### config.mk
export PLATFORM = sky130hd
export DESIGN_NAME = e2sp_cell
export DESIGN_NICKNAME = d
export VERILOG_FILES = /design/src/sv/e2sp_pkg.sv /design/src/sv/e2sp_cell.sv
export SDC_FILE = /design/constraint.sdc
export NUM_CORES = 2
export LEC_CHECK = 0
export BUFFER_PORTS_ARGS = -buffer_cell sky130_fd_sc_hd__buf_2
export CAP_MARGIN = 10
export CORE_MARGIN = 2
export CORE_UTILIZATION = 59
export CTS_CLUSTER_DIAMETER = 80
export DETAILED_ROUTE_END_ITERATION = 10
export PLACE_DENSITY = 0.8
export SETUP_SLACK_MARGIN = 0.4
export SLEW_MARGIN = 25
export SYNTH_ARGS = -nofsm -noshare
export SYNTH_HDL_FRONTEND = slang
export SYNTH_SLANG_ARGS = --single-unit
### constraint.sdc
create_clock -name aclk -period 15.1 [get_ports aclk]
set_input_delay 3.02 -clock aclk [delete_from_list [all_inputs] [get_ports aclk]]
set_output_delay 3.02 -clock aclk [all_outputs]
set_load 0.01 [all_outputs]
### src/sv/e2sp_pkg.sv
// Package for the single-precision 2^x unit: formats, lane type and coefficient table.
`timescale 1ns / 1ps
`default_nettype none
package e2sp_pkg;

    // Fraction bits of every fixed-point value in the datapath.
    localparam int FRAC_BITS = 28;
    // Horner accumulator width: covers values in [-4.0, 4.0), signed.
    localparam int PW        = FRAC_BITS + 3;
    // Magnitude of the argument in fixed point (|x| < 128).
    localparam int MW        = FRAC_BITS + 7;
    // Width of the rounding sum x + 0.5.
    localparam int XW        = FRAC_BITS + 9;
    // Integer part k in [-128, 128].
    localparam int KW        = 9;
    // Biased result exponent, signed.
    localparam int EW        = 10;
    localparam int MAN_W     = 23;
    // Number of Horner cells: five coefficient steps plus the final add of 1.0.
    localparam int NCELL     = 6;

    localparam logic [31:0] QNAN_BITS = 32'h7FC0_0000;
    localparam logic [31:0] PINF_BITS = 32'h7F80_0000;

    // What the packing stage must do with a lane.
    typedef enum logic [1:0] {
        KIND_NORM = 2'd0,
        KIND_NAN  = 2'd1,
        KIND_OVF  = 2'd2,
        KIND_UNF  = 2'd3
    } kind_t;

    // Data handed from one cell to the next.
    typedef struct packed {
        kind_t                        kind;
        logic signed [KW-1:0]         k;
        logic signed [FRAC_BITS-1:0]  f;
        logic signed [PW-1:0]         p;
    } lane_t;

    // Coefficients as exact single-precision values man * 2^-pw, highest degree first.
    // The last entry is 1.0, the constant term.
    localparam logic [23:0] COEF_MAN [7] = '{
        24'hA0FDDE, 24'hAF9F29, 24'h9D96A6, 24'hE35774,
        24'hF5FDEE, 24'hB17218, 24'h800000
    };
    localparam int COEF_PW [7] = '{36, 33, 30, 28, 26, 24, 23};

    // Coefficient in the datapath format, rounded to nearest with halves up.
    function automatic logic signed [PW-1:0] coef_fixed(input logic [2:0] idx);
        logic [63:0] m;
        int          sh;
        m  = 64'(COEF_MAN[idx]);
        sh = FRAC_BITS - COEF_PW[idx];
        if (sh >= 0) begin
            return PW'(m << sh);
        end
        return PW'((m + (64'd1 << (-sh - 1))) >> (-sh));
    endfunction

endpackage
`default_nettype wire

### src/sv/e2sp_cell.sv
// Horner cell: one truncating fixed-point multiply by f and one coefficient add.
`timescale 1ns / 1ps
`default_nettype none
module e2sp_cell (
    input  wire logic                          aclk,
    input  wire logic                          aresetn,
    input  wire logic signed [e2sp_pkg::PW-1:0] coef,
    input  wire logic                          in_valid,
    output logic                               in_ready,
    input  wire e2sp_pkg::lane_t               in_lane,
    output logic                               out_valid,
    input  wire logic                          out_ready,
    output e2sp_pkg::lane_t                    out_lane
);

    logic [e2sp_pkg::PW-2:0]                       pa;
    logic [e2sp_pkg::FRAC_BITS-1:0]                fa;
    logic [e2sp_pkg::PW+e2sp_pkg::FRAC_BITS-2:0]   prod;
    logic [e2sp_pkg::PW-2:0]                       q;
    logic                                          neg;
    logic signed [e2sp_pkg::PW-1:0]                qs;
    e2sp_pkg::lane_t                               lane;
    logic                                          valid_reg;
    logic                                          valid_next;
    e2sp_pkg::lane_t                               lane_reg;

    // The product is formed on magnitudes so that truncation goes toward zero.
    always_comb begin
        pa   = in_lane.p[e2sp_pkg::PW-1] ? (e2sp_pkg::PW-1)'(-in_lane.p)
                                         : in_lane.p[e2sp_pkg::PW-2:0];
        fa   = in_lane.f[e2sp_pkg::FRAC_BITS-1] ? e2sp_pkg::FRAC_BITS'(-in_lane.f)
                                                : in_lane.f;
        neg  = in_lane.p[e2sp_pkg::PW-1] ^ in_lane.f[e2sp_pkg::FRAC_BITS-1];
        prod = (e2sp_pkg::PW+e2sp_pkg::FRAC_BITS-1)'(pa) *
               (e2sp_pkg::PW+e2sp_pkg::FRAC_BITS-1)'(fa);
        q    = prod[e2sp_pkg::PW+e2sp_pkg::FRAC_BITS-2:e2sp_pkg::FRAC_BITS];
        qs   = neg ? -$signed({1'b0, q}) : $signed({1'b0, q});
        lane      = in_lane;
        lane.p    = qs + coef;
    end

    assign in_ready   = !valid_reg || out_ready;
    assign valid_next = in_ready ? in_valid : valid_reg;

    always_ff @(posedge aclk) begin
        if (!aresetn) begin
            valid_reg <= 1'b0;
        end else begin
            valid_reg <= valid_next;
        end
    end

    always_ff @(posedge aclk) begin
        if (in_valid && in_ready) begin
            lane_reg <= lane;
        end
    end

    assign out_valid = valid_reg;
    assign out_lane  = lane_reg;

endmodule
`default_nettype wire

* After elaboration in Yosys (flattened, before gate mapping) *
Cells that the tools add are included.
Widths: inputs -> output; s select.

word-level totals
  word-level logic and storage cells = 17
  input port bits = 105
  bits in registers = 71

cells by class
  add/sub/neg operators = 4
  bitwise gates (word level) = 1
  multiplexer cells = 3
  reductions and logical operators = 3
  multiply operators = 1

operator list
  operator           number
  $mul 30x28->58     1
  $add 31x31->31     1
  $mux 31            1
  $neg 30->31        1
  $mux 30            1
  $neg 30->30        1
  $mux 28            1
  $neg 28->28        1
  $logic_and 1x1->1  1
  $logic_not 1->1    1
  $logic_or 1x1->1   1
  $xor 1x1->1        1

* Depth between registers and ports, before layout *
  word-level depth = 6
  depth in mapped cells = 50
  mapped depth without buffers = 47

* Worst setup path after synthesis *
OpenSTA, ideal clock, no wires.

  path type = input port to flip-flop
  from = in in_lane[7] (netlist bit)
  to = reg lane_reg (netlist bit out_lane[30]) (data pin)
  path slack = 0.670 ns
  path buffers = 2
  arrival time = 14.171 ns
  required time = 14.840 ns
  library setup time = 0.260 ns
  stages on the path = 45
  cell sequence = or4_1 or2_2 nor3_1 nand3_1 o31ai_1 nand2_1 xor2_1 clkbuf_1 nand2_1 fa_1 fa_1 inv_1 fa_1 inv_1 fa_1 inv_1 fa_1 fa_1 [... 9 more ...] and3_1 xnor2_1 o2111a_1 nand4_1 o21ai_0 xnor2_1 ha_1 a21oi_1 o21ai_0 a21oi_1 nor4b_1 o31ai_1 a31oi_1 o21ai_0 a221o_1 a21oi_1 xor2_1 xnor2_1

RTL lines
  what                  RTL line         text
  from (decl)           e2sp_cell.sv:10  input wire e2sp_pkg::lane_t in_lane,
  to (signal assigned)  e2sp_cell.sv:55  lane_reg <= lane;
  to (decl)             e2sp_cell.sv:25  e2sp_pkg::lane_t lane_reg;

==> reports/qor.yml <==
final_cell_area_um2: 37270
busiest_layer: "met2"
crit_path_end_kind: "flip-flop"
r2r-start: "out_valid"
grt_remaining_overflow: 0
synthCells: 3717
cts_sinks: 71
worstMarginPinSlew_ps: 1218
layout_common_cells: "909 x inv_1, 725 x fa_1, 651 x nand2_1"
first_global_vias: 29429
finalClockSkew_ps: 6.664
synthArstFlopShare_pct: 0
synth-edff-count: 70
synth_seq_cells: 71
path_class: "input pin to flip-flop"
ys_seq_area_share_pct: 6.618
yosysTopAreaCell: "fa_1"
status: "finished clean"
die-area_um2: 56230
grt_max_degree: 71
start_util_pct: 59.58
layout_commonest_cell: "inv_1"
reg2reg_to: "out_lane[53]"
gp_congestion: 1.050
worst_path_max_delay_cell: "or4_4"
drv_cap: 0
yosys_warnings: 0
max_stage_delay_ps: 570
drt_iter0_markers: 2816
max_slew_margin_pct: 18.42
cts_buffers: 9
syn_area_um2: 32060
setup_viol: 0
layout.nets: 5206
critPathMaxFanout: 8
cts_tree: "done"
synthFlopType: "edfxtp_1"
holdBufCountCts: 0
r2r_cells: 2
post-route-util_pct: 69.26
synth_top_area_share_pct: 45.33
whs_path_depth: 2
cts.htree.levels: 3
arrival_ps: 14600
dpl-instance-area_um2: 36280
avgRoutedWirePerCell_um: 21.78
fmax_ghz: 0.06901
hold_viol: 0
via_count: 28153
hold_path_startpoint: "out_valid"
rows: 85
cpMostUsedCell: "fa_1"
die_w_um: 237.1
wl_um: 105500
antenna_found_initial: 15
use_met1_pct: 46.43
synth_area_leaders: "fa_1 45%, inv_1 11%, ha_1 9.4%"
rsz0062_at_grt: "false"
whs_endpoint: "out_valid"
grtUsageMet2_pct: 60.90
hold_path.class: "flip-flop to flip-flop"
min_period_over_period_pct: 95.97
clk_pin_slew_ps: 70
clk_path_buf_depth: 2
drc: 0
synth_fp_nets: 4790
clk_latency_ps: 350
min_period_ps: 14490
cts_root_buffer: "clkbuf_16"
reg2reg_slack_ps: 13380
syn_area_per_cell_um2: 8.626
track_usage_pct: 38.47
crit_required_ps: 15210
via_per_inst: 5.810
core_um2: 53810
synth_cell_type_count: 80
first_pass_iters: 8
drv_slew: 0
drive_gt1_share_pct: 16.70
detail-route-antenna-nets: 0
grt_pass1_wl_um: 161600
cp-start-kind: "input pin"
port_buffers: 176
num_io_pins: 177
hpwl_um: 87490
die_h_um: 237.1
synthToLayoutAreaGrowth_pct: 16.23
grtUsageMet3_pct: 9.571
[layer usage]
layer	vias to the layer above	wire, um
li1	11931	-
met1	13830	35400
met2	1879	47740
met3	509	12780
met4	4	9611
met5	-	19
[logic make-up (layout without fill, tap and decap cells)]
kind of cell	Yosys count	after routing	synth area share, %
AOI/OAI and AO/OA	315	315	6.497
xor gates and xnor gates	176	176	4.807
adders and majority gates	968	968	54.77
buffers and inverters	1053	1474	12.36
DFF	71	71	6.618
muxes	7	7	0.2419
other	0	12	0
and+or+nand+nor	1127	1127	14.70
[per-stage QoR]
step / hold slack (ps) / setup WS, ps / setup TNS [ps] / std cells
global route: 674.8 / 339.8 / 0 / 4843
global placement: 581.4 / 30.45 / 0 / 4806
finish: 619.5 / 608.4 / 0 / 4846
floorplan: 609.6 / 669.8 / 0 / 3717
detailed placement: 598.1 / -98.58 / -98.58 / 4806
CTS: 609.4 / 406.3 / 0 / 4825
[timing repair]
| item | 4_1_cts | 5_1_grt |
|---|---|---|
| buffers inserted | 3 | 9 |
| setup endpoints to repair | 2 | 8 |
| pin swaps | 0 | 19 |
| gates resized for setup | 6 | 100 |
[synth_stat cells (12+ instances only)]
cell and n:
clkbuf_1 138, a21o_1 31, o21a_1 16, a21oi_1 84, a31oi_1 14, edfxtp_1 70
nand2_1 654, nor3_1 21, nand4_1 14, a211oi_1 14, xnor2_1 107, o21ai_0 63
and3_1 12, ha_1 242, and2_1 38, inv_1 909, o31ai_1 18, xor2_1 69
nor2_1 298, nand3_1 15, fa_1 726, or3_1 14, or2_2 12
[cell type report]
cell class | count | area (um^2)
Antenna cell | 12 | 30.03
Clock buffer | 9 | 225.2
Clock inverter | 7 | 142.6
Fill cell | 4124 | 16540
Inverter | 910 | 3416
Multi-Input combinational cell | 2593 | 26670
Sequential cell | 71 | 2122
Tap cell | 696 | 870.8
Timing Repair Buffer | 548 | 3789
[sequential cells by signal, indices dropped and copies added, names as in the netlist]
| signal | flops |
|---|---|
| out_lane | 70 |
| out_valid | 1 |
[worst max-delay path by stage]
stage | startpoint | endpoint | slack [ps]
after floorplan | in_lane[7] | out_lane[30] | 670
after global placement | in_lane[4] | out_lane[30] | 30
after detailed placement | in_lane[7] | out_lane[30] | -100
after CTS | in_lane[7] | out_lane[29] | 410
after global routing | in_lane[31] | out_lane[30] | 340
final | in_lane[38] | out_lane[30] | 610
[worst max-delay path, delay by kind of cell]
family                     cells  cell delay (ps)
AOI/OAI and AO/OA             15             3150
xor gates and xnor gates       4              880
adders and majority gates      9             3900
buffers and inverters          8             1170
and+or+nand+nor                6             2430
Power is left out: the tool's default activity adds up to more than one toggle a clock period on the data nets, which glitch-free logic cannot reach.
