--- src/sv/e2sp_pkg.sv ---
// Package for the single-precision 2^x unit: formats, lane type and coefficient table.
`timescale 1ns / 1ps
`default_nettype none
package e2sp_pkg;

    // Fraction bits of every fixed-point value in the datapath.
    localparam int FRAC_BITS = 28;
    // Horner accumulator width: covers values in [-4.0, 4.0), signed.
    localparam int PW        = FRAC_BITS + 3;
    // Magnitude of the argument in fixed point (|x| < 128).
    localparam int MW        = FRAC_BITS + 7;
    // Width of the rounding sum x + 0.5.
    localparam int XW        = FRAC_BITS + 9;
    // Integer part k in [-128, 128].
    localparam int KW        = 9;
    // Biased result exponent, signed.
    localparam int EW        = 10;
    localparam int MAN_W     = 23;
    // Number of Horner cells: five coefficient steps plus the final add of 1.0.
    localparam int NCELL     = 6;

    localparam logic [31:0] QNAN_BITS = 32'h7FC0_0000;
    localparam logic [31:0] PINF_BITS = 32'h7F80_0000;

    // What the packing stage must do with a lane.
    typedef enum logic [1:0] {
        KIND_NORM = 2'd0,
        KIND_NAN  = 2'd1,
        KIND_OVF  = 2'd2,
        KIND_UNF  = 2'd3
    } kind_t;

    // Data handed from one cell to the next.
    typedef struct packed {
        kind_t                        kind;
        logic signed [KW-1:0]         k;
        logic signed [FRAC_BITS-1:0]  f;
        logic signed [PW-1:0]         p;
    } lane_t;

    // Coefficients as exact single-precision values man * 2^-pw, highest degree first.
    // The last entry is 1.0, the constant term.
    localparam logic [23:0] COEF_MAN [7] = '{
        24'hA0FDDE, 24'hAF9F29, 24'h9D96A6, 24'hE35774,
        24'hF5FDEE, 24'hB17218, 24'h800000
    };
    localparam int COEF_PW [7] = '{36, 33, 30, 28, 26, 24, 23};

    // Coefficient in the datapath format, rounded to nearest with halves up.
    function automatic logic signed [PW-1:0] coef_fixed(input logic [2:0] idx);
        logic [63:0] m;
        int          sh;
        m  = 64'(COEF_MAN[idx]);
        sh = FRAC_BITS - COEF_PW[idx];
        if (sh >= 0) begin
            return PW'(m << sh);
        end
        return PW'((m + (64'd1 << (-sh - 1))) >> (-sh));
    endfunction

endpackage
`default_nettype wire

--- src/sv/e2sp_decode.sv ---
// Decode cell: classifies the argument and splits it into integer k and fraction f.
`timescale 1ns / 1ps
`default_nettype none
module e2sp_decode (
    input  wire logic            aclk,
    input  wire logic            aresetn,
    input  wire logic            in_valid,
    output logic                 in_ready,
    input  wire logic [31:0]     x_bits,
    output logic                 out_valid,
    input  wire logic            out_ready,
    output e2sp_pkg::lane_t      out_lane
);

    logic                                     sign;
    logic [7:0]                               ex;
    logic [22:0]                              fr;
    logic [23:0]                              m;
    logic [7:0]                               e_val;
    logic [7:0]                               sh;
    logic [23+e2sp_pkg::FRAC_BITS:0]          wide;
    logic [e2sp_pkg::MW-1:0]                  mag;
    logic signed [e2sp_pkg::XW-1:0]           xf;
    logic signed [e2sp_pkg::XW-1:0]           t;
    e2sp_pkg::lane_t                          lane;
    logic                                     valid_reg;
    logic                                     valid_next;
    e2sp_pkg::lane_t                          lane_reg;

    always_comb begin
        sign  = x_bits[31];
        ex    = x_bits[30:23];
        fr    = x_bits[22:0];
        m     = {(ex != 8'd0), fr};
        e_val = (ex != 8'd0) ? ex : 8'd1;
        // Scaling by 2^(e-150+FRAC_BITS) written as one right shift of m * 2^FRAC_BITS.
        sh    = 8'd150 - e_val;
        wide  = {m, {e2sp_pkg::FRAC_BITS{1'b0}}} >> sh;
        mag   = wide[e2sp_pkg::MW-1:0];
        xf    = sign ? -$signed({2'b00, mag}) : $signed({2'b00, mag});
        // Rounding to nearest: k = floor(x + 0.5), f = x - k.
        t     = xf + $signed(e2sp_pkg::XW'(64'd1 << (e2sp_pkg::FRAC_BITS - 1)));

        lane.k = t[e2sp_pkg::XW-1:e2sp_pkg::FRAC_BITS];
        lane.f = {~t[e2sp_pkg::FRAC_BITS-1], t[e2sp_pkg::FRAC_BITS-2:0]};
        lane.p = e2sp_pkg::coef_fixed(3'd0);
        if (ex == 8'hFF && fr != 23'd0) begin
            lane.kind = e2sp_pkg::KIND_NAN;
        end else if (ex >= 8'd134) begin
            lane.kind = sign ? e2sp_pkg::KIND_UNF : e2sp_pkg::KIND_OVF;
        end else begin
            lane.kind = e2sp_pkg::KIND_NORM;
        end
    end

    assign in_ready   = !valid_reg || out_ready;
    assign valid_next = in_ready ? in_valid : valid_reg;

    always_ff @(posedge aclk) begin
        if (!aresetn) begin
            valid_reg <= 1'b0;
        end else begin
            valid_reg <= valid_next;
        end
    end

    always_ff @(posedge aclk) begin
        if (in_valid && in_ready) begin
            lane_reg <= lane;
        end
    end

    assign out_valid = valid_reg;
    assign out_lane  = lane_reg;

endmodule
`default_nettype wire

--- config.mk ---
export PLATFORM = sky130hd
export DESIGN_NAME = e2sp_decode
export DESIGN_NICKNAME = d
export VERILOG_FILES = /design/src/sv/e2sp_pkg.sv /design/src/sv/e2sp_decode.sv
export SDC_FILE = /design/constraint.sdc
export NUM_CORES = 1
export LEC_CHECK = 0
export BUFFER_PORTS_ARGS = -buffer_cell sky130_fd_sc_hd__buf_4
export CORE_ASPECT_RATIO = 0.9
export CORE_MARGIN = 2
export CORE_UTILIZATION = 59
export CTS_BUF_LIST = sky130_fd_sc_hd__clkbuf_4
export DETAILED_ROUTE_END_ITERATION = 10
export PLACE_DENSITY_LB_ADDON = 0.08
export SETUP_SLACK_MARGIN = 0.05
export SKIP_CTS_REPAIR_TIMING = 1
export SYNTH_ARGS = -nofsm -noshare
export SYNTH_HDL_FRONTEND = slang
export SYNTH_SLANG_ARGS = --single-unit
--- constraint.sdc ---
create_clock -name aclk -period 5.35 [get_ports aclk]
set_input_delay 0.535 -clock aclk [delete_from_list [all_inputs] [get_ports aclk]]
set_output_delay 0.535 -clock aclk [all_outputs]
set_load 0.01 [all_outputs]
# After elaboration in Yosys (flattened, before gate mapping)
# Cells that the tools add are included.
op_classes:
  n_addsub: 3
  n_reduce_logical: 7
  bitwise: 2
  n_lt_le_gt_ge: 1
  n_eq_ne: 1
  shifts: 1
  n_mux: 4
ops:
  columns: ["op", "n"]
  rows:
  - ["right shift 52 x 8 -> 35 bit", 1]
  - ["adder 37 x 29 -> 37 bit, second input constant", 1]
  - ["2-to-1 mux 37 bit", 1]
  - ["negator 35 -> 37 bit", 1]
  - ["nonzero test 23 bit", 1]
  - ["== test 8 bit, second input constant", 1]
  - ["greater-or-equal comparator 8 bit, second input constant", 1]
  - ["2-to-1 mux 8 bit", 1]
  - ["nonzero test 8 bit", 1]
  - ["subtractor 8 bit, first input constant", 1]
  - ["logical AND 1 bit", 2]
  - ["2-to-1 mux 1 bit", 2]
  - ["NOT 1 bit", 2]
  - ["OR reduction 2 bit", 1]
  - ["logical NOT 1 bit", 1]
  - ["logical OR 1 bit", 1]
word_totals:
  reg_bits: 40

# Longest topological paths before layout
# Gate-level depths: netlist of run 1.
depth:
  ltp_word: 8
  mapped_depth: 21
  ltp_nobuf: 17

# Worst setup path after synthesis of run 1
# No wires, ideal clock.
synth_timing:
  path_kind: "input port to flip-flop"
  from: "input port x_bits[24]"
  to: "register lane_reg, in the netlist out_lane[66], data pin"
  slack_ns: 0.788
  arrival_ns: 4.297
  setup_time_ns: 0.265
  required_ns: 5.085
  path_stages: 16
  path_buffers: 3
  path_cell_list: "buf_2 > buf_2 > buf_1 > mux2i_1 > nor2_1 > a2111oi_0 > nor4_1 > o31ai_1 > o211ai_1 > nor3_1 > nand4_2 > o41ai_1 > xor2_1 > nor4_1 > nand4b_1 > xor2_1"
synth_lines:
  columns: ["element", "line", "rtl"]
  rows:
  - ["from (decl)", "e2sp_decode.sv:9", "input wire logic [31:0] x_bits,"]
  - ["to (signal assigned)", "e2sp_decode.sv:69", "lane_reg <= lane;"]
  - ["to (decl)", "e2sp_decode.sv:28", "e2sp_pkg::lane_t lane_reg;"]

==> results.cfg, run 1 <==
[run_status]
status = complete, no violations

[logic_synthesis]
ys_types = 80
ys_ff_latch = 40
synth-async-reset-ratio_pct = 0
synth.area.top_cells = edfxtp_1, xnor2_1, buf_4
yosysWarnings = 0
ys_seq_area_share_pct = 19.6
synthCells = 803
synth_area_um2 = 6070
synth_top_area_share_pct = 19.3
synthFlopType = edfxtp_1
synth.avg_cell_area_um2 = 7.56
synth_edf_count = 39
yosysTopAreaCell = edfxtp_1

[clocking]
root_buffer = clkbuf_4
htree_levels = 2
clk_pin_slew_ns = 0.12
cts_sinks = 40
cts_buffers = 5
cts_buffer_depth = 2
clk_latency_ns = 0.37
cts_tree = yes

[critical_path]
required_ns = 5.48
critical_path.max_fanout = 25
crit_path_end_kind = register
cpLargestDelayFamily = simple AND/OR/NAND/NOR gates
crit_chain = buf_4 -> a211o_1 -> or3_1 -> nand3_1 -> o221ai_1 -> o21ai_0 -> o21ai_0 -> nor4b_2 -> nand4_2 -> o41ai_1 -> xor2_1 -> nor4_1 -> buf_4 -> nand4b_1 -> xor2_1
worstSetupPathType = primary input to register
worst-path-buf-inv = 2
cp-start-kind = primary input
worst_path_largest_cell_delay_ns = 0.62
cp_slowest_cell = or3_1
arrival_ns = 5.33

[global_routing]
grt_pass1_wl_mm = 38.8
grt_max_degree = 40
antenna_found_initial = 0
first_global_vias = 7079
grt.overflow.total = 0
grt_use_total_pct = 44.0

[routing]
routed_wl_mm = 25.3
first_iter_violations = 1496
vias = 7674
avgRoutedWirePerCell_um = 24.4
drt_first_pass_iters = 10
drcViolationCount = 0
viasPerCell = 7.40
postRouteAntennaNets = 0

[sta]
grt_setup_unrepaired = false
setup_viol = 0
worst_slew_pin_slew_ns = 1.09
finalSetupTns_ns = 0
setup_slack_ns = 0.150
finalCriticalPeriod_ns = 5.20
fmax_mhz = 192
finalHoldViolCount = 0
clock_skew_ns = 0.0108
holdWs_ns = 0.426
max_slew_margin_pct = 27.0
period_share_pct = 97.2
drv_slew = 0

[die]
core.rowCount = 35
initial_core_util_pct = 60.0
die_w_um = 111
floorplan.die_area_um2 = 11100
io_pins = 108
die_height_um = 100
core_um2 = 10100

[layout]
fillers = 801
final-instance-count-excl-fill = 1037
area_delta_synth_final_pct = 17.6
final_common_cell = buf_4
drive_gt1_share_pct = 22.2
mostFrequentLayoutCells = buf_4, nand2_1, nor2_1
antenna_cells = 0
nets = 945

[run]
maxCapViolCount = 0

[power]
p_leak_nw = 2.76
power_w = 0.00150
vdd.ir_drop.worst_v = 0.000238
power_density_nw_per_um2 = 210

[place]
hpwl_mm = 19.3
routabilityCongestion = 1.12
placedCellCount = 1029
portBuffers = 76
place_ws_ns = 0.0105

[worst_hold_path]
hold_class = primary input to register
[stage by stage]
step	area, um^2	utilization (%)
final	7140	70.5
after global routing	7140	70.5
after CTS	7120	70.4
after detailed placement	7040	69.6
after global placement	7040	69.6
after floorplan	6180	-
[kinds of logic after synthesis]
kind of cell	Yosys count	synth area share (%)
multiplexers	34	6.21
AND/OR/NAND/NOR	305	27.0
XOR/XNOR	51	7.36
AO/OA/AOI/OAI	262	30.2
flip-flops	40	19.6
other	2	0.124
adder cells (fa/ha/maj)	2	0.412
buffers and inverters	107	9.09
[cells in the mapped netlist, types with 11 or more instances]
cell type	count
nor2_1	51
buf_2	21
clkbuf_1	31
o211ai_1	13
nor4_1	21
a21oi_1	39
buf_4	33
edfxtp_1	39
inv_1	15
nand2b_1	20
mux2i_1	23
nand2_1	64
and2_1	11
nand3_1	33
o22ai_1	21
o31ai_1	16
xnor2_1	36
xor2_1	15
a31oi_1	18
o21ai_0	44
nor3_1	32
[routing by layer]
layer,wire [um],up-vias,track usage [%]
li1,-,3256,-
met1,9180,3474,57.7
met2,10400,768,66.4
met3,4490,176,16.9
met4,1260,0,16.2
met5,0,-,0
[power by group]
group          internal [W]  switching (W)
clock network      0.000103       0.000103
registers          0.000403      0.0000124
logic              0.000340       0.000534
total              0.000846       0.000649
[worst register-to-register path, delay by kind of cell (launching register included)]
family,cells,cell delay [ns]
flip-flops,1,0.33
AND/OR/NAND/NOR,2,0.85
[layout make-up]
| type | count | area (um^2) | share of cell area (%) |
|---|---|---|---|
| multi-input combinational | 685 | 4450 | 62.4 |
| timing repair buffer | 159 | 1190 | 16.7 |
| sequential | 40 | 1190 | 16.7 |
| tap | 129 | 161 | 2.26 |
| inverter | 16 | 60.1 | 0.842 |
| clock buffer | 6 | 45.0 | 0.631 |
| clock inverter | 2 | 35.0 | 0.491 |
[path summary, 6_finish.rpt]
check                                start            to  slack (ns)  cells after the start
worst max-delay path            x_bits[26]  out_lane[66]        0.15                     15
worst min-delay path               aresetn     out_valid        0.43                      2
worst max register to register   out_valid  out_lane[65]        3.80                      2
worst min register to register   out_valid     out_valid        0.56                      2
[flip-flops by register name (all words and copies together) (netlist names)]
name	cells
out_valid	1
out_lane	39
Power figures use the tool's default switching activity.
==> run 2, diff against run 1 <==
--- a/config.mk
+++ b/config.mk
@@ -8,10 +8,10 @@
 export BUFFER_PORTS_ARGS = -buffer_cell sky130_fd_sc_hd__buf_4
 export CORE_ASPECT_RATIO = 0.9
 export CORE_MARGIN = 2
-export CORE_UTILIZATION = 59
-export CTS_BUF_LIST = sky130_fd_sc_hd__clkbuf_4
+export CORE_UTILIZATION = 58
 export DETAILED_ROUTE_END_ITERATION = 10
 export PLACE_DENSITY_LB_ADDON = 0.08
+export REMOVE_ABC_BUFFERS = 1
 export SETUP_SLACK_MARGIN = 0.05
 export SKIP_CTS_REPAIR_TIMING = 1
 export SYNTH_ARGS = -nofsm -noshare
==> run 2 against run 1 <==
- combinational power is 0.7% lower
- sequential power barely moved
- routed wire length rose by 3.7%
- global-route usage rose by 1.0 points
- sequential share of layout area is 0.076 points lower
- via count rose by 0.70%
- largest cell class unchanged
==> results.cfg, run 2 (synthesis gave the netlist of run 1 again) <==
[sta]
period_share_pct = 95.2
grt_setup_unrepaired = false
finalCriticalPeriod_ns = 5.09
finalHoldViolCount = 0
clock_skew_ns = 0.00428
setup_viol = 0
max_slew_margin_pct = 23.4
fmax_mhz = 196
drv_slew = 0
holdWs_ns = 0.514
worst_slew_pin_slew_ns = 1.14

[layout]
nets = 935
largest_reg_flops = 39
antenna_cells = 0
mostFrequentLayoutCells = buf_4, nand2_1, nor2_1
final-instance-count-excl-fill = 1027
final_common_cell = buf_4
multi_input_comb_area_um2 = 4450
drive_gt1_share_pct = 21.7
fin_area_um2 = 7170
area_delta_synth_final_pct = 18.1
fillers = 840
regArea_um2 = 1190

[clocking]
cts_tree = yes
clk_pin_slew_ns = 0.06
cts_buffer_depth = 2
root_buffer = clkbuf_16
clk_latency_ns = 0.29
cts_buffers = 5
cts_sinks = 40
htree_levels = 2

[critical_path]
arrival_ns = 5.13
reg2reg_slack_ns = 3.78
required_ns = 5.38
crit_path_end_kind = register
worstSetupPathType = primary input to register
critical_path.max_fanout = 14
cp-start-kind = primary input

[routing]
viasPerCell = 7.52
drcViolationCount = 0
vias = 7728
routed_wl_mm = 26.2
postRouteAntennaNets = 0
drt_first_pass_iters = 7
first_iter_violations = 1538
avgRoutedWirePerCell_um = 25.6

[global_routing]
grt_max_degree = 40
first_global_vias = 7046
grt_pass1_wl_mm = 39.7
grt.overflow.total = 0
grt_use_total_pct = 45.1
antenna_found_initial = 0

[die]
io_pins = 108
initial_core_util_pct = 59.5
die_w_um = 112
core_um2 = 10200
core.rowCount = 35
die_height_um = 101
floorplan.die_area_um2 = 11300

[place]
routabilityCongestion = 1.12
placedCellCount = 1019
portBuffers = 76
dpl_cell_area_um2 = 6970
hpwl_mm = 20.1

[power]
p_leak_nw = 2.76
vdd.ir_drop.worst_v = 0.000223
power_density_nw_per_um2 = 231

[worst_hold_path]
hold_class = primary input to register

[run_status]
status = complete, no violations

[run]
maxCapViolCount = 0
==> run 2: cell count changes in the layout (fill, tap and decap cells not counted), moves of 2 or more <==
cell | previous run | this run
clkbuf_16 | 0 | 5
clkbuf_4 | 6 | 0
buf_4 | 159 | 149
clkbuf_8 | 0 | 2
nor4_2 | 0 | 2
==> run 2: path summary, 6_finish.rpt <==
path | cells after the start | end | startpoint
setup reg to reg | 2 | out_lane[60] | out_valid
hold reg to reg | 2 | out_valid | out_valid
hold / removal | 2 | out_valid | aresetn
setup / recovery | 16 | out_lane[66] | x_bits[23]
==> run 2: metrics by stage <==
step	setup slack, ns	total power, W	utilization (%)	setup TNS [ns]
final	0.256	0.00165	70.3	0
after global routing	0.0553	0.00171	70.3	0
after CTS	0.210	0.00161	70.1	0
after detailed placement	-0.0530	0.00124	68.3	-0.0984
after global placement	-0.00447	0.00122	68.3	-0.00447
after floorplan	0.685	0.000866	-	0
==> run 2: routing by layer <==
layer	global-route usage [%]	share of wire (%)
met5	0	0
met4	17.0	5.5
met3	18.3	17
met2	65.5	40
met1	60.0	37
==> run 2: worst max-delay path, stage by stage <==
cell and delay, ns:
buf_4 0.20, buf_4 0.23, nand3_1 0.26, xnor2_1 0.82, nor3_1 0.15, buf_4 0.21, a32oi_1 0.36, o22ai_1 0.29
nor3_2 0.25, or3b_1 0.44, o31ai_1 0.40, xor2_1 0.17, nor4_1 0.35, buf_4 0.18, nand4b_1 0.11, xor2_1 0.16
==> run 2: final cells by class <==
class	instances	share of cell area, %
Inverter	16	0.838
Multi-Input combinational cell	685	62.1
Timing Repair Buffer	149	15.6
Tap cell	129	2.25
Clock inverter	1	0.419
Sequential cell	40	16.6
Clock buffer	7	2.13
==> run 2: report_power, final <==
part | leakage, nW | switching [W] | internal, W
registers | 0.391 | 0.0000120 | 0.000404
logic | 2.27 | 0.000539 | 0.000329
clock network | 0.0901 | 0.000124 | 0.000246
