File: config.mk
export PLATFORM = sky130hd
export DESIGN_NAME = e2sp_pack
export DESIGN_NICKNAME = d
export VERILOG_FILES = /design/src/sv/e2sp_pkg.sv /design/src/sv/e2sp_pack.sv
export SDC_FILE = /design/constraint.sdc
export NUM_CORES = 1
export LEC_CHECK = 0
export BUFFER_PORTS_ARGS = -buffer_cell sky130_fd_sc_hd__buf_2
export CORE_MARGIN = 5
export CORE_UTILIZATION = 30
export DETAILED_ROUTE_END_ITERATION = 8
export SYNTH_ARGS = -nofsm -noshare
export SYNTH_HDL_FRONTEND = slang
export SYNTH_SLANG_ARGS = --single-unit
export TNS_END_PERCENT = 30
File: constraint.sdc
create_clock -name aclk -period 3.4 [get_ports aclk]
set_input_delay 0.68 -clock aclk [delete_from_list [all_inputs] [get_ports aclk]]
set_output_delay 0.68 -clock aclk [all_outputs]
set_load 0.1 [all_outputs]
File: src/sv/e2sp_pkg.sv
// Package for the single-precision 2^x unit: formats, lane type and coefficient table.
`timescale 1ns / 1ps
`default_nettype none
package e2sp_pkg;

    // Fraction bits of every fixed-point value in the datapath.
    localparam int FRAC_BITS = 28;
    // Horner accumulator width: covers values in [-4.0, 4.0), signed.
    localparam int PW        = FRAC_BITS + 3;
    // Magnitude of the argument in fixed point (|x| < 128).
    localparam int MW        = FRAC_BITS + 7;
    // Width of the rounding sum x + 0.5.
    localparam int XW        = FRAC_BITS + 9;
    // Integer part k in [-128, 128].
    localparam int KW        = 9;
    // Biased result exponent, signed.
    localparam int EW        = 10;
    localparam int MAN_W     = 23;
    // Number of Horner cells: five coefficient steps plus the final add of 1.0.
    localparam int NCELL     = 6;

    localparam logic [31:0] QNAN_BITS = 32'h7FC0_0000;
    localparam logic [31:0] PINF_BITS = 32'h7F80_0000;

    // What the packing stage must do with a lane.
    typedef enum logic [1:0] {
        KIND_NORM = 2'd0,
        KIND_NAN  = 2'd1,
        KIND_OVF  = 2'd2,
        KIND_UNF  = 2'd3
    } kind_t;

    // Data handed from one cell to the next.
    typedef struct packed {
        kind_t                        kind;
        logic signed [KW-1:0]         k;
        logic signed [FRAC_BITS-1:0]  f;
        logic signed [PW-1:0]         p;
    } lane_t;

    // Coefficients as exact single-precision values man * 2^-pw, highest degree first.
    // The last entry is 1.0, the constant term.
    localparam logic [23:0] COEF_MAN [7] = '{
        24'hA0FDDE, 24'hAF9F29, 24'h9D96A6, 24'hE35774,
        24'hF5FDEE, 24'hB17218, 24'h800000
    };
    localparam int COEF_PW [7] = '{36, 33, 30, 28, 26, 24, 23};

    // Coefficient in the datapath format, rounded to nearest with halves up.
    function automatic logic signed [PW-1:0] coef_fixed(input logic [2:0] idx);
        logic [63:0] m;
        int          sh;
        m  = 64'(COEF_MAN[idx]);
        sh = FRAC_BITS - COEF_PW[idx];
        if (sh >= 0) begin
            return PW'(m << sh);
        end
        return PW'((m + (64'd1 << (-sh - 1))) >> (-sh));
    endfunction

endpackage
`default_nettype wire

File: src/sv/e2sp_pack.sv
// Packing cell: normalizes the polynomial value, applies k and holds the result item.
`timescale 1ns / 1ps
`default_nettype none
module e2sp_pack (
    input  wire logic             aclk,
    input  wire logic             aresetn,
    input  wire logic             in_valid,
    output logic                  in_ready,
    input  wire e2sp_pkg::lane_t  in_lane,
    output logic                  m_valid,
    input  wire logic             m_ready,
    output logic [31:0]           m_y_bits,
    output logic                  m_overflow,
    output logic                  m_underflow
);

    logic signed [e2sp_pkg::PW-1:0]  y;
    logic                            lead_hi;
    logic [e2sp_pkg::MAN_W-1:0]      man;
    logic signed [e2sp_pkg::EW-1:0]  bexp;
    logic [31:0]                     y_bits;
    logic                            ovf;
    logic                            unf;
    logic                            valid_reg;
    logic                            valid_next;
    logic [31:0]                     y_bits_reg;
    logic                            ovf_reg;
    logic                            unf_reg;

    // 2^f for f in [-0.5, 0.5) lies in [0.70, 1.42), so the leading one sits
    // either at the units bit or just below it.
    always_comb begin
        y       = in_lane.p;
        lead_hi = y[e2sp_pkg::FRAC_BITS];
        man     = lead_hi ? y[e2sp_pkg::FRAC_BITS-1 -: e2sp_pkg::MAN_W]
                          : y[e2sp_pkg::FRAC_BITS-2 -: e2sp_pkg::MAN_W];
        bexp    = e2sp_pkg::EW'(in_lane.k) + 10'sd127 - (lead_hi ? 10'sd0 : 10'sd1);
        y_bits  = 32'd0;
        ovf     = 1'b0;
        unf     = 1'b0;
        unique case (in_lane.kind)
            e2sp_pkg::KIND_NAN: begin
                y_bits = e2sp_pkg::QNAN_BITS;
            end
            e2sp_pkg::KIND_OVF: begin
                y_bits = e2sp_pkg::PINF_BITS;
                ovf    = 1'b1;
            end
            e2sp_pkg::KIND_UNF: begin
                unf = 1'b1;
            end
            default: begin
                if (y <= 0 || bexp <= 0) begin
                    unf = 1'b1;
                end else if (bexp >= 10'sd255) begin
                    y_bits = e2sp_pkg::PINF_BITS;
                    ovf    = 1'b1;
                end else begin
                    y_bits = {1'b0, bexp[7:0], man};
                end
            end
        endcase
    end

    assign in_ready   = !valid_reg || m_ready;
    assign valid_next = in_ready ? in_valid : valid_reg;

    always_ff @(posedge aclk) begin
        if (!aresetn) begin
            valid_reg <= 1'b0;
        end else begin
            valid_reg <= valid_next;
        end
    end

    always_ff @(posedge aclk) begin
        if (in_valid && in_ready) begin
            y_bits_reg <= y_bits;
            ovf_reg    <= ovf;
            unf_reg    <= unf;
        end
    end

    assign m_valid     = valid_reg;
    assign m_y_bits    = y_bits_reg;
    assign m_overflow  = ovf_reg;
    assign m_underflow = unf_reg;

endmodule
`default_nettype wire

After elaboration in Yosys (flattened, before gate mapping)
Index checks and enable logic that the tools add are counted.
{"block": "op_classes", "addsub": 2, "n_lt_le_gt_ge": 3, "n_eq_ne": 3, "n_mux": 10, "reduce_logical": 6}
{"cell": "$pmux 31 s3", "n": 1}
{"cell": "$mux 31", "n": 2}
{"cell": "$le 31x1->1 const B", "n": 1}
{"cell": "$mux 23", "n": 1}
{"cell": "$add 9x8->10 const B", "n": 1}
{"cell": "$ge 10x9->1 const B", "n": 1}
{"cell": "$le 10x1->1 const B", "n": 1}
{"cell": "$sub 10x2->10", "n": 1}
{"cell": "$eq 2x2->1 const B", "n": 2}
{"cell": "$mux 1", "n": 4}
{"cell": "$pmux 1 s2", "n": 2}
{"cell": "$reduce_or 2->1", "n": 2}
{"cell": "$eq 2x1->1 const B", "n": 1}
{"cell": "$logic_or 1x1->1", "n": 2}
{"cell": "$logic_and 1x1->1", "n": 1}
{"cell": "$logic_not 1->1", "n": 1}
{"block": "word_totals", "regBits": 35, "out_inout_bits": 36, "word_cells": 28}

Longest topological paths before layout
Gate-level depths: netlist of the first run.
{"block": "logic_depth", "depth_word": 6, "ltp_mapped": 11, "mapped_depth_nobuf": 10}

Least setup slack after synthesis of the first run
Ideal clock, no wire load.
{"block": "synth_timing", "path_kind": "register to register", "start": "register valid_reg (netlist: m_valid)", "end": "register ovf_reg (netlist: m_overflow) (enable)", "setup_time_ns": 0.410, "t_arrival_ns": 2.558, "required_ns": 2.990, "path_slack_ns": 0.432, "path_stages_with_launch": 3, "path_buffers": 0, "cell_sequence": "dfxtp_1 nand2b_1 and2_1"}
{"block": "synth_between", "elab_chain_cells": 3}
{"item": "start: declaration", "line_no": "e2sp_pack.sv:24", "rtl": "logic valid_reg;"}
{"item": "start signal: assignment", "line_no": "e2sp_pack.sv:72", "rtl": "valid_reg <= valid_next;"}
{"item": "$logic_not 1->1", "line_no": "e2sp_pack.sv:65", "rtl": "assign in_ready = !valid_reg || m_ready;"}
{"item": "$logic_or 1x1->1", "line_no": "e2sp_pack.sv:65"}
{"item": "via in_ready", "line_no": "e2sp_pack.sv:8", "rtl": "output logic in_ready,"}
{"item": "$logic_and 1x1->1", "line_no": "e2sp_pack.sv:77", "rtl": "if (in_valid && in_ready) begin"}
{"item": "end signal: assignment", "line_no": "e2sp_pack.sv:79", "rtl": "ovf_reg <= ovf;"}
{"item": "end: declaration", "line_no": "e2sp_pack.sv:27", "rtl": "logic ovf_reg;"}
The timed path passes the listed nets, and every way through them passes these cells.
A chain may end at the register's enable or synchronous reset.

Worst setup path after layout of the first run
{"block": "layout_timing", "start": "input port in_lane[28] (netlist name)", "end": "register y_bits_reg[12] (netlist: m_y_bits[12]) (data pin)"}
{"block": "layout_between", "elab_chain_cells": 6, "elab_cells_between_ends": 10, "classes_between": "add/sub (1); order compare (3); mux (5); reduce/logical (1)"}
{"item": "start: declaration", "line_no": "e2sp_pack.sv:9", "rtl": "input wire e2sp_pkg::lane_t in_lane,"}
{"item": "$mux 1", "line_no": "e2sp_pack.sv:37", "rtl": "bexp = e2sp_pkg::EW'(in_lane.k) + 10'sd127 - (lead_hi ? 10'sd0 : 10'sd1);"}
{"item": "$sub 10x2->10", "line_no": "e2sp_pack.sv:37"}
{"item": "$ge 10x9->1 / $le 10x1->1 (equally long branches)", "line_no": "e2sp_pack.sv:55, e2sp_pack.sv:53"}
{"item": "$mux 31 / $logic_or 1x1->1 (equally long branches)", "line_no": "e2sp_pack.sv:55, e2sp_pack.sv:53"}
{"item": "$mux 31 *", "line_no": "e2sp_pack.sv:53", "rtl": "if (y <= 0 || bexp <= 0) begin"}
{"item": "$pmux 31 s3 *", "line_no": "e2sp_pack.sv:41", "rtl": "unique case (in_lane.kind)"}
{"item": "via y_bits[12]", "line_no": "e2sp_pack.sv:21", "rtl": "logic [31:0] y_bits;"}
{"item": "end signal: assignment", "line_no": "e2sp_pack.sv:78", "rtl": "y_bits_reg <= y_bits;"}
{"item": "end: declaration", "line_no": "e2sp_pack.sv:26", "rtl": "logic [31:0] y_bits_reg;"}
Mark *: on every way through the listed nets, which the timed path passes. The rest lies on a longest branch.

==> results of run 1 <==
-- kinds of logic (layout without fill, tap and decap cells) --
family / count (synthesis) / count (layout) / share of synthesized area [%]
xor gates and xnor gates: 3 / 3 / 1.11
buffers and inverters: 23 / 105 / 4.82
adders and majority gates: 14 / 14 / 7.74
AOI/OAI and AO/OA: 39 / 39 / 12.7
DFF: 34 / 34 / 42.8
and+or+nand+nor: 65 / 65 / 20.4
other: 1 / 1 / 0.159
muxes: 24 / 24 / 10.2
-- cell usage after synthesis (2+ instances only) --
master	count	area, um^2
edfxtp_1	33	991
nor3_1	3	15.0
ha_1	13	163
a211oi_1	3	22.5
a21o_1	2	15.0
nor3_2	20	200
nand4_1	2	12.5
a21oi_1	10	50.1
inv_1	13	48.8
nor4_1	7	43.8
xnor2_1	3	26.3
o21ai_0	6	30.0
a31oi_1	2	12.5
buf_6	2	22.5
nor2b_1	3	18.8
nor2_1	7	26.3
nand3_1	2	10.0
nand2b_1	6	37.5
o2111ai_1	2	17.5
mux2i_1	23	230
nand2_1	5	18.8
clkbuf_1	4	15.0
buf_4	3	22.5
-- worst min-delay path: cells and delay by family (launching register included) --
family / cells / cell delay [ns]
simple gates: 1 / 0.09
compound gates: 1 / 0.09
flops: 1 / 0.31
-- routing by layer --
metal,vias up,share of wire [%],track usage (%)
met1,914,41,14.0
li1,934,-,-
met4,0,2.0,4.52
met3,9,8.7,4.03
met5,-,0,0
met2,74,48,19.7
-- power by group through the flow --
stage,Combinational (mW),Clock [mW],Sequential [mW]
2_1_floorplan,0.190,0,0.718
3_3_place_gp,0.501,0,0.509
3_5_place_dp,0.504,0,0.510
4_1_cts,0.505,0.290,0.501
5_1_grt,0.532,0.309,0.503
6_report,0.503,0.282,0.500
-- metrics by stage --
step / hold WS (ns) / util [%] / setup slack [ns]
floorplan: 0.819 / - / 0.432
global placement: 0.505 / 37.4 / 0.137
detailed placement: 0.527 / 37.4 / 0.0786
CTS: 0.538 / 38.5 / 0.401
global route: 0.569 / 38.5 / 0.204
finish: 0.530 / 38.5 / 0.429
-- final timing paths --
check                           cells after the start           end  slack [ns]        start
worst max-delay path                               12  m_y_bits[12]        0.43  in_lane[28]
worst min-delay path                                2       m_valid        0.53      m_valid
worst max register to register                      3  m_y_bits[21]        2.15      m_valid
worst min register to register                      2       m_valid        0.53      m_valid
-- state kept, by name (all words and copies together), names as in the netlist --
register,count
m_y_bits,31
m_underflow,1
m_valid,1
m_overflow,1
-- final cells by class --
type                            instances  area [um^2]  share of cell area [%]
Inverter                               13         48.8                    1.65
Clock buffer                            6         72.6                    2.45
Sequential cell                        34         1010                    34.2
Multi-Input combinational cell        146         1230                    41.7
Tap cell                              102          128                    4.31
Clock inverter                          2         8.76                   0.296
Timing Repair Buffer                   84          455                    15.4
==> impl_metrics.toml, run 1 <==
[run_status]
status = "complete, no violations"

[sta]
slew_viol_final = 0
timing.fmax_mhz = 337
slew-limit-headroom_pct = 66.1
fin_crit_ns = 2.97
worstMarginPinSlew_ns = 0.513
min_period_over_period_pct = 87.4
rsz0062_at_grt = "no"
setup_violations = 0
setup_tns_ns = 0
finalHoldViolations = 0
finClkSkew_ns = 0.00271

[placed_design]
dp.cells = 379
placedInstanceArea_mm2 = 0.00288
place_congestion = 0.898
placement.io_buffers = 80
hpwl_um = 4580

[job]
max_cap_viol_count = 0

[global_routing]
grt_antenna_before_repair = 0
grt_overflow = 0
grt_max_degree = 34
grt_util_all_layers_pct = 11.8
grt_pass1_vias = 1875
grt_first_pass_wirelength_um = 9160

[yosys]
ys_ff_latch = 34
synth-async-reset-ratio_pct = 0
synth_seq_area_share_pct = 42.8
ys.flop_type = "edfxtp_1"
netlist_instances = 203
synth_area_mm2 = 0.00236
yosys_warnings = 0
ys_types = 52
synth_edf_count = 33
syn_area_per_cell_um2 = 11.6
synthesis.nets = 291

[power]
switchingPower_uw = 530
p_seq_share_pct = 38.9
design_power_total_mw = 1.29
power_leakage_nw = 1.23
pwr-share-comb_pct = 39.1
pwr-share-clk_pct = 21.9
vdd_drop_max_v = 0.000137
switching_share_pct = 41.2
power_density_mw_per_mm2 = 434
power.internal_uw = 755

[finish]
layout_commonest_cell = "buf_2"
final_cell_mix = "buf_2 (80), edfxtp_1 (33), mux2i_1 (23), nor3_2 (20)"
syn2layout_area_growth_pct = 25.4
nets = 372
fillCellCount = 803
design_area_mm2 = 0.00296
antennaDiodeCount = 0
drive_gt1_share_pct = 42.8
final_cell_count_no_fill = 387

[clock_network]
cts-root-buf = "clkbuf_8"
clk_latency_ns = 0.28
cts.clk_slew.worst_paths_ns = 0.07
htree_levels = 2
cts_resized = 0
post_cts_buffers = 0
cts_hold_buf = 0
cts_buffer_depth = 2
cts_buffers = 5
cts_tree = "yes"
cts.sinks = 34

[setup_path]
path_cells = "buf_2 > ha_1 > ha_1 > inv_1 > fa_1 > nand2b_1 > a21oi_2 > o221ai_2 > a311oi_4 > o211ai_4 > buf_12 > nor3_1"
crit_family = "compound AO/OA/AOI/OAI gates"
slowest_stage = "a311oi_4"
path_class = "in2reg"
critPathLaunchType = "input pin"
end_kind = "register"
crit_arrival_ns = 3.09
cp_num_buf_inv = 3
crit_top_cell = "ha_1"
cpPeakStageDelay_ns = 0.48
crit_required_ns = 3.52
cp_max_fo = 22

[drt]
postRouteAntennaNets = 0
viasPerCell = 4.99
num_vias = 1931
drt_first_iter_violations = 74
firstDrtPassIters = 4
routedWlPerCell_um = 15.0
drc = 0
wl_um = 5810

[floorplanning]
core_mm2 = 0.00769
dieHeight_um = 98.7
start_util_pct = 30.7
rows = 32
pin_count = 110
die_area_mm2 = 0.00974
fp.dieW_um = 98.7

[hold_path]
holdCritPathClass = "reg2reg"
(Power assumes the default switching activity.)
==> inputs of run 2 (changes only) <==
Settings changed: REMOVE_ABC_BUFFERS set to 1.
==> impl_metrics.toml, run 2 (same netlist as run 1, synthesis figures left out) <==
[drt]
firstDrtPassIters = 4
drc = 0
routedWlPerCell_um = 14.4
drt_first_iter_violations = 94
wl_um = 5600
postRouteAntennaNets = 0
viasPerCell = 4.86
num_vias = 1890

[sta]
rsz0062_at_grt = "no"
setup_violations = 0
slew-limit-headroom_pct = 66.1
slew_viol_final = 0
finClkSkew_ns = 0.00370
setup_tns_ns = 0
min_period_over_period_pct = 87.5
fin_hold_ws_ns = 0.542
finalHoldViolations = 0
fin_ws_ns = 0.425
timing.fmax_mhz = 336
worstMarginPinSlew_ns = 0.512
fin_crit_ns = 2.97

[setup_path]
end_kind = "register"
r2r_start = "m_valid"
r2r-end = "m_y_bits[28]"
critPathLaunch = "in_lane[28]"
crit_required_ns = 3.42
endpoint = "m_y_bits[12]"
crit_arrival_ns = 3.00
cp_max_fo = 22
critPathLaunchType = "input pin"
rrSetupSlack_ns = 2.13
reg2regPathDepth = 3
path_class = "in2reg"

[job]
max_cap_viol_count = 0

[clock_network]
clk_latency_ns = 0.28
cts.clk_slew.worst_paths_ns = 0.07
post_cts_buffers = 0
cts.sinks = 34
htree_levels = 2
cts_buffers = 5
cts_hold_buf = 0
cts_resized = 0
cts-root-buf = "clkbuf_8"
cts_tree = "yes"
cts_buffer_depth = 2

[floorplanning]
fp.dieW_um = 98.7
pin_count = 110
start_util_pct = 30.7
die_area_mm2 = 0.00974
core_mm2 = 0.00769
dieHeight_um = 98.7
rows = 32

[finish]
post-route-util_pct = 38.7
fillCellCount = 805
drive_gt1_share_pct = 43.2
nets = 374
design_area_mm2 = 0.00297
antennaDiodeCount = 0
final_cell_mix = "buf_2 (80), edfxtp_1 (33), mux2i_1 (23), nor3_2 (20)"
largest_register_ffs = 31
final_cell_count_no_fill = 389
syn2layout_area_growth_pct = 26.0
layout_commonest_cell = "buf_2"
multi_input_area_mm2 = 0.00123
register_area_mm2 = 0.00101

[placed_design]
pre_cts_ws_ns = 0.109
hpwl_um = 4510
placement.io_buffers = 80
placedInstanceArea_mm2 = 0.00289
dp.cells = 381
place_congestion = 0.836

[hold_path]
holdCritPathClass = "reg2reg"

[power]
design_power_total_mw = 1.28
power_density_mw_per_mm2 = 432
vdd_drop_max_v = 0.000131
power_leakage_nw = 1.24

[global_routing]
grt_first_pass_wirelength_um = 9090
grt_overflow = 0
grt_pass1_vias = 1883
grt_antenna_before_repair = 0
grt_util_all_layers_pct = 11.5
grt_max_degree = 34

[run_status]
status = "complete, no violations"
[run 2: changes by cell type in the layout (fill, tap and decap cells not counted)]
cell | previous run | this run
buf_4 | 2 | 4
[run 2: final cells by class]
type / count / area share, %
Timing Repair Buffer: 86 / 15.8
Clock inverter: 2 / 0.294
Multi-Input combinational cell: 146 / 41.5
Inverter: 13 / 1.64
Tap cell: 102 / 4.29
Sequential cell: 34 / 34.0
Clock buffer: 6 / 2.44
[run 2: worst min-delay path by stage]
stage | depth (start not counted) | endpoint | start
floorplan | 2 | m_valid | in_valid
global placement | 2 | m_valid | m_valid
detailed placement | 2 | m_valid | m_valid
CTS | 2 | m_valid | m_valid
global route | 2 | m_valid | m_valid
finish | 2 | m_valid | m_valid
[run 2: worst max-delay path, cell delays in order]
cell,delay [ns]
buf_2,0.12
ha_1,0.16
ha_1,0.19
inv_1,0.06
fa_1,0.39
nand2b_1,0.20
a21oi_1,0.17
xnor2_1,0.25
nand4_2,0.25
o211ai_4,0.24
buf_12,0.21
nor3_1,0.08
[run 2: power breakdown]
group	total (mW)	internal, mW	switching, mW
Clock	0.278	0.141	0.137
Sequential	0.500	0.494	0.00646
Combinational	0.507	0.125	0.382
Total	1.28	0.759	0.526
[run 2: metal layers]
layer	global-route usage [%]	vias up	wire length [um]
met5	0	-	0
met4	3.78	0	76
met3	3.47	5	450
met2	18.5	62	2540
met1	14.7	883	2530
li1	-	940	-
